### config.mk
export PLATFORM = sky130hd
export DESIGN_NAME = serial_acia_registers_unit
export DESIGN_NICKNAME = d
export VERILOG_FILES = /design/src/rtl/core/sacia_pkg.sv /design/src/rtl/core/sacia_update.sv /design/src/rtl/core/serial_acia_registers_unit.sv
export SDC_FILE = /design/constraint.sdc
export NUM_CORES = 1
export LEC_CHECK = 0
export ABC_AREA = 1
export BUFFER_PORTS_ARGS = -buffer_cell sky130_fd_sc_hd__buf_2
export CAP_MARGIN = 20
export CORE_MARGIN = 3
export CORE_UTILIZATION = 29
export DETAILED_ROUTE_END_ITERATION = 10
export PLACE_DENSITY = 0.52
export SLEW_MARGIN = 20
export SYNTH_ARGS = -nofsm -noshare
export SYNTH_HDL_FRONTEND = slang
export SYNTH_HIERARCHICAL = 1
export SYNTH_SLANG_ARGS = --single-unit
### constraint.sdc
create_clock -name i_clk -period 2.1 [get_ports i_clk]
set_input_delay 0.21 -clock i_clk [delete_from_list [all_inputs] [get_ports i_clk]]
set_output_delay 0.21 -clock i_clk [all_outputs]
set_load 0.02 [all_outputs]
### src/rtl/core/sacia_pkg.sv
// shared types, status and control bit positions for the serial adapter register block
package sacia_pkg;

    // item kinds carried in s_axis_tuser
    typedef enum logic [1:0] {
        FUNC_BUS_READ  = 2'd0,
        FUNC_BUS_WRITE = 2'd1,
        FUNC_RX_BYTE   = 2'd2,
        FUNC_TX_SLOT   = 2'd3
    } t_func;

    // register select
    localparam logic SEL_CTRL_STATUS = 1'b0;
    localparam logic SEL_DATA        = 1'b1;

    // status bits
    localparam logic [7:0] RDRF_BM = 8'h01;
    localparam logic [7:0] TDRE_BM = 8'h02;
    localparam logic [7:0] DCD_BM  = 8'h04;
    localparam logic [7:0] OVRN_BM = 8'h20;
    localparam logic [7:0] IRQF_BM = 8'h80;

    // control bits
    localparam logic [7:0] CDS_DIV_BY_ONE = 8'h00;
    localparam logic [7:0] CDS_MASK       = 8'h03;
    localparam logic [7:0] CDS_RESET      = 8'h03;
    localparam logic [7:0] TCB_MASK       = 8'h60;
    localparam logic [7:0] TCB_TXIE       = 8'h20;
    localparam logic [7:0] RIE_BM         = 8'h80;

    localparam int IN_DATA_W   = 16;
    localparam int IN_USER_W   = 3;
    localparam int OUT_DATA_W  = 24;

    typedef struct packed {
        logic [7:0] control;
        logic [7:0] status;
        logic [7:0] flags_to_clear;
        logic [7:0] flags_pending;
        logic [7:0] tx_hold;
        logic [7:0] rx_hold;
        logic       rx_irq;
        logic       tx_irq;
    } t_regs;

    typedef struct packed {
        t_func      func;
        logic       reg_select;
        logic [7:0] wdata;
        logic [7:0] rx_byte;
    } t_item;

    typedef struct packed {
        logic [7:0] rdata;
        logic       irq_rx;
        logic       irq_tx;
        logic       tx_valid;
        logic [7:0] tx_byte;
    } t_result;

endpackage

### src/rtl/core/sacia_update.sv
// next register state and result for one item
module sacia_update (
    input  sacia_pkg::t_regs   i_regs,
    input  sacia_pkg::t_item   i_item,
    output sacia_pkg::t_regs   o_regs,
    output sacia_pkg::t_result o_result
);
    import sacia_pkg::*;

    logic [7:0] w_delta;
    logic       w_txie;
    logic       w_rie;
    logic [7:0] w_stat_in;

    // status with irq flag following both lines
    assign w_stat_in = (i_regs.status & ~IRQF_BM) |
                       ((i_regs.rx_irq | i_regs.tx_irq) ? IRQF_BM : 8'h00);
    assign w_txie    = (i_regs.control & TCB_MASK) == TCB_TXIE;
    assign w_rie     = (i_regs.control & RIE_BM) != 8'h00;
    assign w_delta   = i_regs.control ^ i_item.wdata;

    always_comb begin
        t_regs   r;
        t_result q;
        r        = i_regs;
        r.status = w_stat_in;
        q        = '0;
        case (i_item.func)
            FUNC_BUS_READ: begin
                if (i_item.reg_select == SEL_CTRL_STATUS) begin
                    r.flags_to_clear = w_stat_in & (DCD_BM | OVRN_BM);
                    q.rdata          = w_stat_in;
                end else begin
                    r.status = (w_stat_in & ~(RDRF_BM | i_regs.flags_to_clear))
                               | i_regs.flags_pending;
                    r.flags_to_clear = 8'h00;
                    r.flags_pending  = 8'h00;
                    if (w_rie) begin
                        r.rx_irq = (r.status & (RDRF_BM | OVRN_BM)) != 8'h00;
                    end
                    q.rdata = i_regs.rx_hold;
                end
            end
            FUNC_BUS_WRITE: begin
                if (i_item.reg_select == SEL_CTRL_STATUS) begin
                    r.control = i_item.wdata;
                    // master reset on a change into counter select three
                    if ((w_delta & CDS_MASK) != 8'h00 &&
                        (i_item.wdata & CDS_MASK) == CDS_RESET) begin
                        r.rx_irq         = 1'b0;
                        r.tx_irq         = 1'b0;
                        r.status         = TDRE_BM;
                        r.flags_to_clear = 8'h00;
                        r.flags_pending  = 8'h00;
                    end
                    if ((w_delta & TCB_MASK) != 8'h00) begin
                        r.tx_irq = ((i_item.wdata & TCB_MASK) == TCB_TXIE) &&
                                   ((r.status & TDRE_BM) != 8'h00);
                    end
                    if ((w_delta & RIE_BM) != 8'h00) begin
                        r.rx_irq = ((i_item.wdata & RIE_BM) != 8'h00) &&
                                   ((r.status & RDRF_BM) != 8'h00);
                    end
                end else begin
                    r.tx_hold = i_item.wdata;
                    r.status  = w_stat_in & ~TDRE_BM;
                    if (w_txie) begin
                        r.tx_irq = 1'b0;
                    end
                end
            end
            FUNC_RX_BYTE: begin
                r.rx_hold = i_item.rx_byte;
                if ((w_stat_in & RDRF_BM) != 8'h00) begin
                    r.flags_pending = i_regs.flags_pending | OVRN_BM;
                end
                r.status = w_stat_in | RDRF_BM;
                if (w_rie) begin
                    r.rx_irq = 1'b1;
                end
            end
            FUNC_TX_SLOT: begin
                if ((w_stat_in & TDRE_BM) == 8'h00) begin
                    q.tx_valid = 1'b1;
                    q.tx_byte  = i_regs.tx_hold;
                    r.status   = w_stat_in | TDRE_BM;
                    if (w_txie) begin
                        r.tx_irq = 1'b1;
                    end
                end
            end
            default: begin
                r = i_regs;
            end
        endcase
        r.status = (r.status & ~IRQF_BM) | ((r.rx_irq | r.tx_irq) ? IRQF_BM : 8'h00);
        q.irq_rx = r.rx_irq;
        q.irq_tx = r.tx_irq;
        o_regs   = r;
        o_result = q;
    end

endmodule

### src/rtl/core/serial_acia_registers_unit.sv
// serial adapter register block: control/status and data registers with serial events
// Each item is a bus read, a bus write, a received byte or a free transmit slot, and each
// gives exactly one result. The block takes one item per clock while s_axis_tready is high; an
// input register holds the item, and one pass of register update logic then loads the new
// register state and the result register once that register is free or draining. The
// input side stays ready while a result waits, as long as the held item can move on, so a
// stalled output costs at most one extra item of buffering before s_axis_tready drops.
module serial_acia_registers_unit (
    input  logic                                i_clk,
    input  logic                                i_rst_n,
    input  logic                                s_axis_tvalid,
    output logic                                s_axis_tready,
    // wdata [7:0], rx_byte [15:8]
    input  logic [sacia_pkg::IN_DATA_W-1:0]     s_axis_tdata,
    // func [1:0], reg_select [2]
    input  logic [sacia_pkg::IN_USER_W-1:0]     s_axis_tuser,
    output logic                                m_axis_tvalid,
    input  logic                                m_axis_tready,
    // rdata [7:0], irq_rx [8], irq_tx [9], tx_valid [10], tx_byte [18:11], zero [23:19]
    output logic [sacia_pkg::OUT_DATA_W-1:0]    m_axis_tdata
);
    import sacia_pkg::*;

    logic    r_in_valid;
    t_item   r_item;
    logic    r_out_valid;
    t_result r_result;
    t_regs   r_regs;
    t_regs   n_regs;
    t_result n_result;
    logic    w_advance;

    // held item moves to the result register when that one is free or draining
    assign w_advance     = r_in_valid && (!r_out_valid || m_axis_tready);
    assign s_axis_tready = !r_in_valid || w_advance;

    sacia_update u_update (
        .i_regs   (r_regs),
        .i_item   (r_item),
        .o_regs   (n_regs),
        .o_result (n_result)
    );

    always_ff @(posedge i_clk) begin
        if (!i_rst_n) begin
            r_in_valid <= 1'b0;
        end else if (s_axis_tready) begin
            r_in_valid <= s_axis_tvalid;
        end
    end

    always_ff @(posedge i_clk) begin
        if (s_axis_tvalid && s_axis_tready) begin
            r_item.func       <= t_func'(s_axis_tuser[1:0]);
            r_item.reg_select <= s_axis_tuser[2];
            r_item.wdata      <= s_axis_tdata[7:0];
            r_item.rx_byte    <= s_axis_tdata[15:8];
        end
    end

    always_ff @(posedge i_clk) begin
        if (!i_rst_n) begin
            r_regs.control        <= CDS_DIV_BY_ONE;
            r_regs.status         <= TDRE_BM;
            r_regs.flags_to_clear <= 8'h00;
            r_regs.flags_pending  <= 8'h00;
            r_regs.tx_hold        <= 8'h00;
            r_regs.rx_hold        <= 8'h00;
            r_regs.rx_irq         <= 1'b0;
            r_regs.tx_irq         <= 1'b0;
        end else if (w_advance) begin
            r_regs <= n_regs;
        end
    end

    always_ff @(posedge i_clk) begin
        if (!i_rst_n) begin
            r_out_valid <= 1'b0;
        end else if (w_advance) begin
            r_out_valid <= 1'b1;
        end else if (m_axis_tready) begin
            r_out_valid <= 1'b0;
        end
    end

    always_ff @(posedge i_clk) begin
        if (w_advance) begin
            r_result <= n_result;
        end
    end

    assign m_axis_tvalid = r_out_valid;
    assign m_axis_tdata  = {5'b0, r_result.tx_byte, r_result.tx_valid,
                            r_result.irq_tx, r_result.irq_rx, r_result.rdata};

endmodule

Yosys cells after proc, flatten, opt, wreduce, memory -nomap -nowiden --
Cells that the tools add are included.
Word-level totals: register bits after elaboration 87, latch bits 0, bits in writable memories 0, ROM bits 0, output and inout bits 26, logic and storage cells 94, memories 0
Operators by class: $add $sub $neg 0, multiply operators 0, div/mod/pow operators 0, order comparisons 0, equality and inequality tests 10, shift-type cells 0, muxes and demuxes 31, bitwise logic cells 9, reductions and logical operators 24
Operator list (count):
- 23-bit 2-to-1 mux | 3
- 7-bit one-hot mux with 4 select lines | 1
- 8-bit nonzero test | 3
- 7-bit 2-to-1 mux | 3
- 7-bit one-hot mux with 3 select lines | 1
- 8-bit 2-to-1 mux | 2
- 15-bit 2-to-1 mux | 1
- 7-bit one-hot mux with 2 select lines | 1
- 1-bit 2-to-1 mux | 12
- 6-bit 2-to-1 mux | 2
- 6-bit AND reduction | 2
- 9-bit 2-to-1 mux | 1
- 8-bit logical NOT | 1
- 7-bit by 8-bit bitwise OR with 8-bit output | 1
- 8-bit bitwise XOR | 1
- 7-bit AND | 1
- 7-bit NOT | 1
- 7-bit by 1-bit bitwise OR with 7-bit output, second input constant | 1
- 7-bit bitwise OR | 1
- 2-bit by 1-bit == test with 1-bit output, second input constant | 3
- 2-bit == test, second input constant | 3
- 3-bit AND reduction | 2
- 1-bit logical AND | 5
- 2-bit 2-to-1 mux | 2
- other kinds (13) | 20

Logic depth before layout (Yosys ltp) --
depth after elaboration 10, gate-level depth with buffers 14, mapped depth without buffers 14

Cells and area by module --
The synthesis kept the hierarchy.
Modules (own cells, without submodules):
- serial_acia_registers_unit | instances 1, cells each 383, area each 3528.4 µm², seq. area each 2182.1 µm²
- sacia_update | instances 1, cells each 238, area each 1214.9 µm², seq. area each 0.0 µm²

Worst setup path after synthesis --
OpenSTA, ideal clock, no wires.
path kind reg-to-reg, start reg r_in_valid, end reg r_item[0] in the netlist's numbering, enable pin, arrival time 1.125 ns, data required time 1.726 ns, setup slack 0.601 ns, cell stages (with the launch flop) 5, buffers on the path 1, clock period less this slack 1.499 ns, path through dfxtp_1 buf_2 nand3_1 nand2_1 inv_1
On the way: word-level cells in the longest chain between the ends 3
Ends and longest elaborated chain:
- start: declaration | RTL line serial_acia_registers_unit.sv:24 | logic r_in_valid;
- start signal: assignment | RTL line serial_acia_registers_unit.sv:48 | r_in_valid <= s_axis_tvalid;
- 1-bit logical NOT / 1-bit logical AND (equally long branches) | RTL line serial_acia_registers_unit.sv:35, serial_acia_registers_unit.sv:34
- 1-bit logical OR (*) | RTL line serial_acia_registers_unit.sv:35 | assign s_axis_tready = !r_in_valid || w_advance;
- named net s_axis_tready | RTL line serial_acia_registers_unit.sv:12 | output logic s_axis_tready,
- 1-bit logical AND (*) | RTL line serial_acia_registers_unit.sv:53 | if (s_axis_tvalid && s_axis_tready) begin
- end: declaration | RTL line serial_acia_registers_unit.sv:25 | t_item r_item;
The timed path passes the listed nets; every way through them passes the cells marked *. A chain may end at the register's enable or synchronous reset.

==> flow_metrics.py <==
metrics = {
    "clock_network": {
        "path_clk_slew_ps": 60,
        "worstSkewPairLatency_ps": 350,
        "cts_buffers": 9,
        "cts_setup_buffers": 0,
        "cts-resized-gates": 0,
        "clk_path_buf_depth": 2,
        "cts.sinks": 83,
        "ctsHoldBuffers": 0,
        "cts_tree": "done",
        "cts_root_buffer": "clkbuf_16",
        "htreeDepth": 3,
    },
    "worst_setup_path": {
        "criticalPathCategory": "reg2reg",
        "crit_path_start_kind": "flip-flop",
        "cp_cell_sequence": "nor2_2, inv_2, nand2_2, nand2_1, nand2_1, o21ai_1, inv_1, nand3_1, nand2_1, nor2_1",
        "cpPeakStageDelay_ps": 540,
        "cp_max_fo": 11,
        "r2r.worst_path.cells": 10,
        "end_kind": "flip-flop",
        "crit_arrival_ps": 2000,
        "crit_slowest_cell": "edfxtp_1",
        "crit_top_cell": "nand2_1",
        "required_ps": 2340,
    },
    "global_route": {
        "grt_pass1_vias": 3233,
        "antenna_found_initial": 0,
        "grt_max_degree": 87,
        "track_usage_pct": 12.77,
        "grt_pass1_wl_mm": 16.44,
        "grt-ovfl-total": 0,
    },
    "power": {
        "p_switching_mw": 1.058,
        "p_int_mw": 3.010,
        "combPwrFrac_pct": 12.6,
        "switching_share_pct": 26.02,
        "seq_power_share_pct": 45.6,
        "ir_drop_v": 0.0004992,
        "power_density_nw_per_um2": 822.3,
        "power.total_mw": 4.068,
        "clockPowerShare_pct": 41.8,
        "p_leak_nw": 2.089,
    },
    "placement": {
        "place_ws_ps": 353.3,
        "placedInstanceArea_um2": 4629,
        "placement.io_buffers": 43,
        "place_congestion": 0.8360,
        "hpwl_mm": 6.750,
    },
    "worst_hold_path": {
        "worst_hold_path_type": "in2reg",
        "whs_path_depth": 1,
    },
    "timing": {
        "clock_skew_ps": 6.755,
        "finalHoldViolations": 0,
        "rsz0062_at_grt": "no",
        "fmax_mhz": 570.7,
        "period_minus_slack_ps": 1752,
        "setup_violations": 0,
        "finalSetupTns_ps": 0,
        "setup_slack_ps": 347.7,
        "final.period_utilization_pct": 83.44,
        "final_max_slew_viol_count": 0,
    },
    "job": {
        "max_cap_violations": 0,
    },
    "final_layout": {
        "final_cell_mix": "nand2_1 (114), inv_1 (91), nor2_1 (68)",
        "finalNetCount": 614,
        "postLayoutCellArea_um2": 4947,
        "final_common_cell": "nand2_1",
        "areaGrowthSynthToFinish_pct": 12.59,
        "drive_above_1_share_pct": 16.95,
        "fin_util_pct": 33.66,
        "nFillCells": 1566,
        "n_antenna_cell": 0,
    },
    "floorplan": {
        "die_w_um": 129.1,
        "dieArea_um2": 16670,
        "start_util_pct": 29.89,
        "rows": 44,
        "core_um2": 14700,
        "pin_count": 49,
        "die_h_um": 129.1,
    },
    "detailed_routing": {
        "wl_per_cell_um": 12.81,
        "totalWireLength_mm": 9.989,
        "routed_via_density": 4.564,
        "drt_iter0_drc": 232,
        "ant_nets": 0,
        "drtPass1Iterations": 5,
        "drc": 0,
        "vias": 3560,
    },
    "synth": {
        "avgSynthCellArea_um2": 7.764,
        "syn-instance-count": 566,
        "synth_area_um2": 4394,
        "yosysWarnings": 6,
    },
    "outcome": {
        "status": "complete, no violations",
    },
}
==> stage by stage <==
| stage | cells | hold slack [ps] |
|---|---|---|
| floorplan | 570 | 308.9 |
| global placement | 764 | 386.9 |
| detailed placement | 764 | 388.1 |
| CTS | 780 | 17.08 |
| global route | 780 | 12.70 |
| finish | 780 | 36.21 |
==> final timing paths <==
path | startpoint | slack (ps) | endpoint
hold reg to reg | r_regs[30] | 480 | r_regs[30]
setup reg to reg | r_item[17] | 350 | r_regs[37]
setup / recovery | r_item[17] | 350 | r_regs[37]
hold / removal | s_axis_tdata[6] | 40 | r_item[14]
==> final cells by class <==
cell class | instances | area (µm²) | share of cell area, %
sequential | 83 | 2043 | 41.30
multi-input combinational | 347 | 1675 | 33.86
inverter | 98 | 372.9 | 7.537
timing repair buffer | 52 | 307.8 | 6.222
tap | 184 | 230.2 | 4.654
clock buffer | 9 | 225.2 | 4.552
clock inverter | 7 | 92.59 | 1.872
==> power by group through the flow <==
stage	clock (mW)	sequential (mW)	combinational, mW
after CTS	1.76	1.86	0.519
final	1.70	1.86	0.513
after detailed placement	0	1.89	0.517
after global placement	0	1.89	0.508
after floorplan	0	1.89	0.411
after global routing	1.82	1.87	0.588
==> sequential cells by signal (all words and copies together), names as in the netlist <==
signal / cells
r_item: 19
r_regs: 43
m_axis_tdata: 19
r_in_valid: 1
m_axis_tvalid: 1
==> metal layers <==
layer	global-route usage, %	up-vias	part of all wire [%]	routed length, µm
met5	0	-	0	0
met2	19.12	91	45	4446
met3	4.617	8	7.5	752
li1	-	1827	-	-
met4	4.447	0	1.2	116
met1	17.08	1634	47	4673
==> critical path, delay by kind of cell (launching register included) <==
kind            cells  cell delay, ps
simple gates        7             910
flops               1             540
buf+inv             2             150
compound gates      1              60
(Power assumes the default switching activity.)
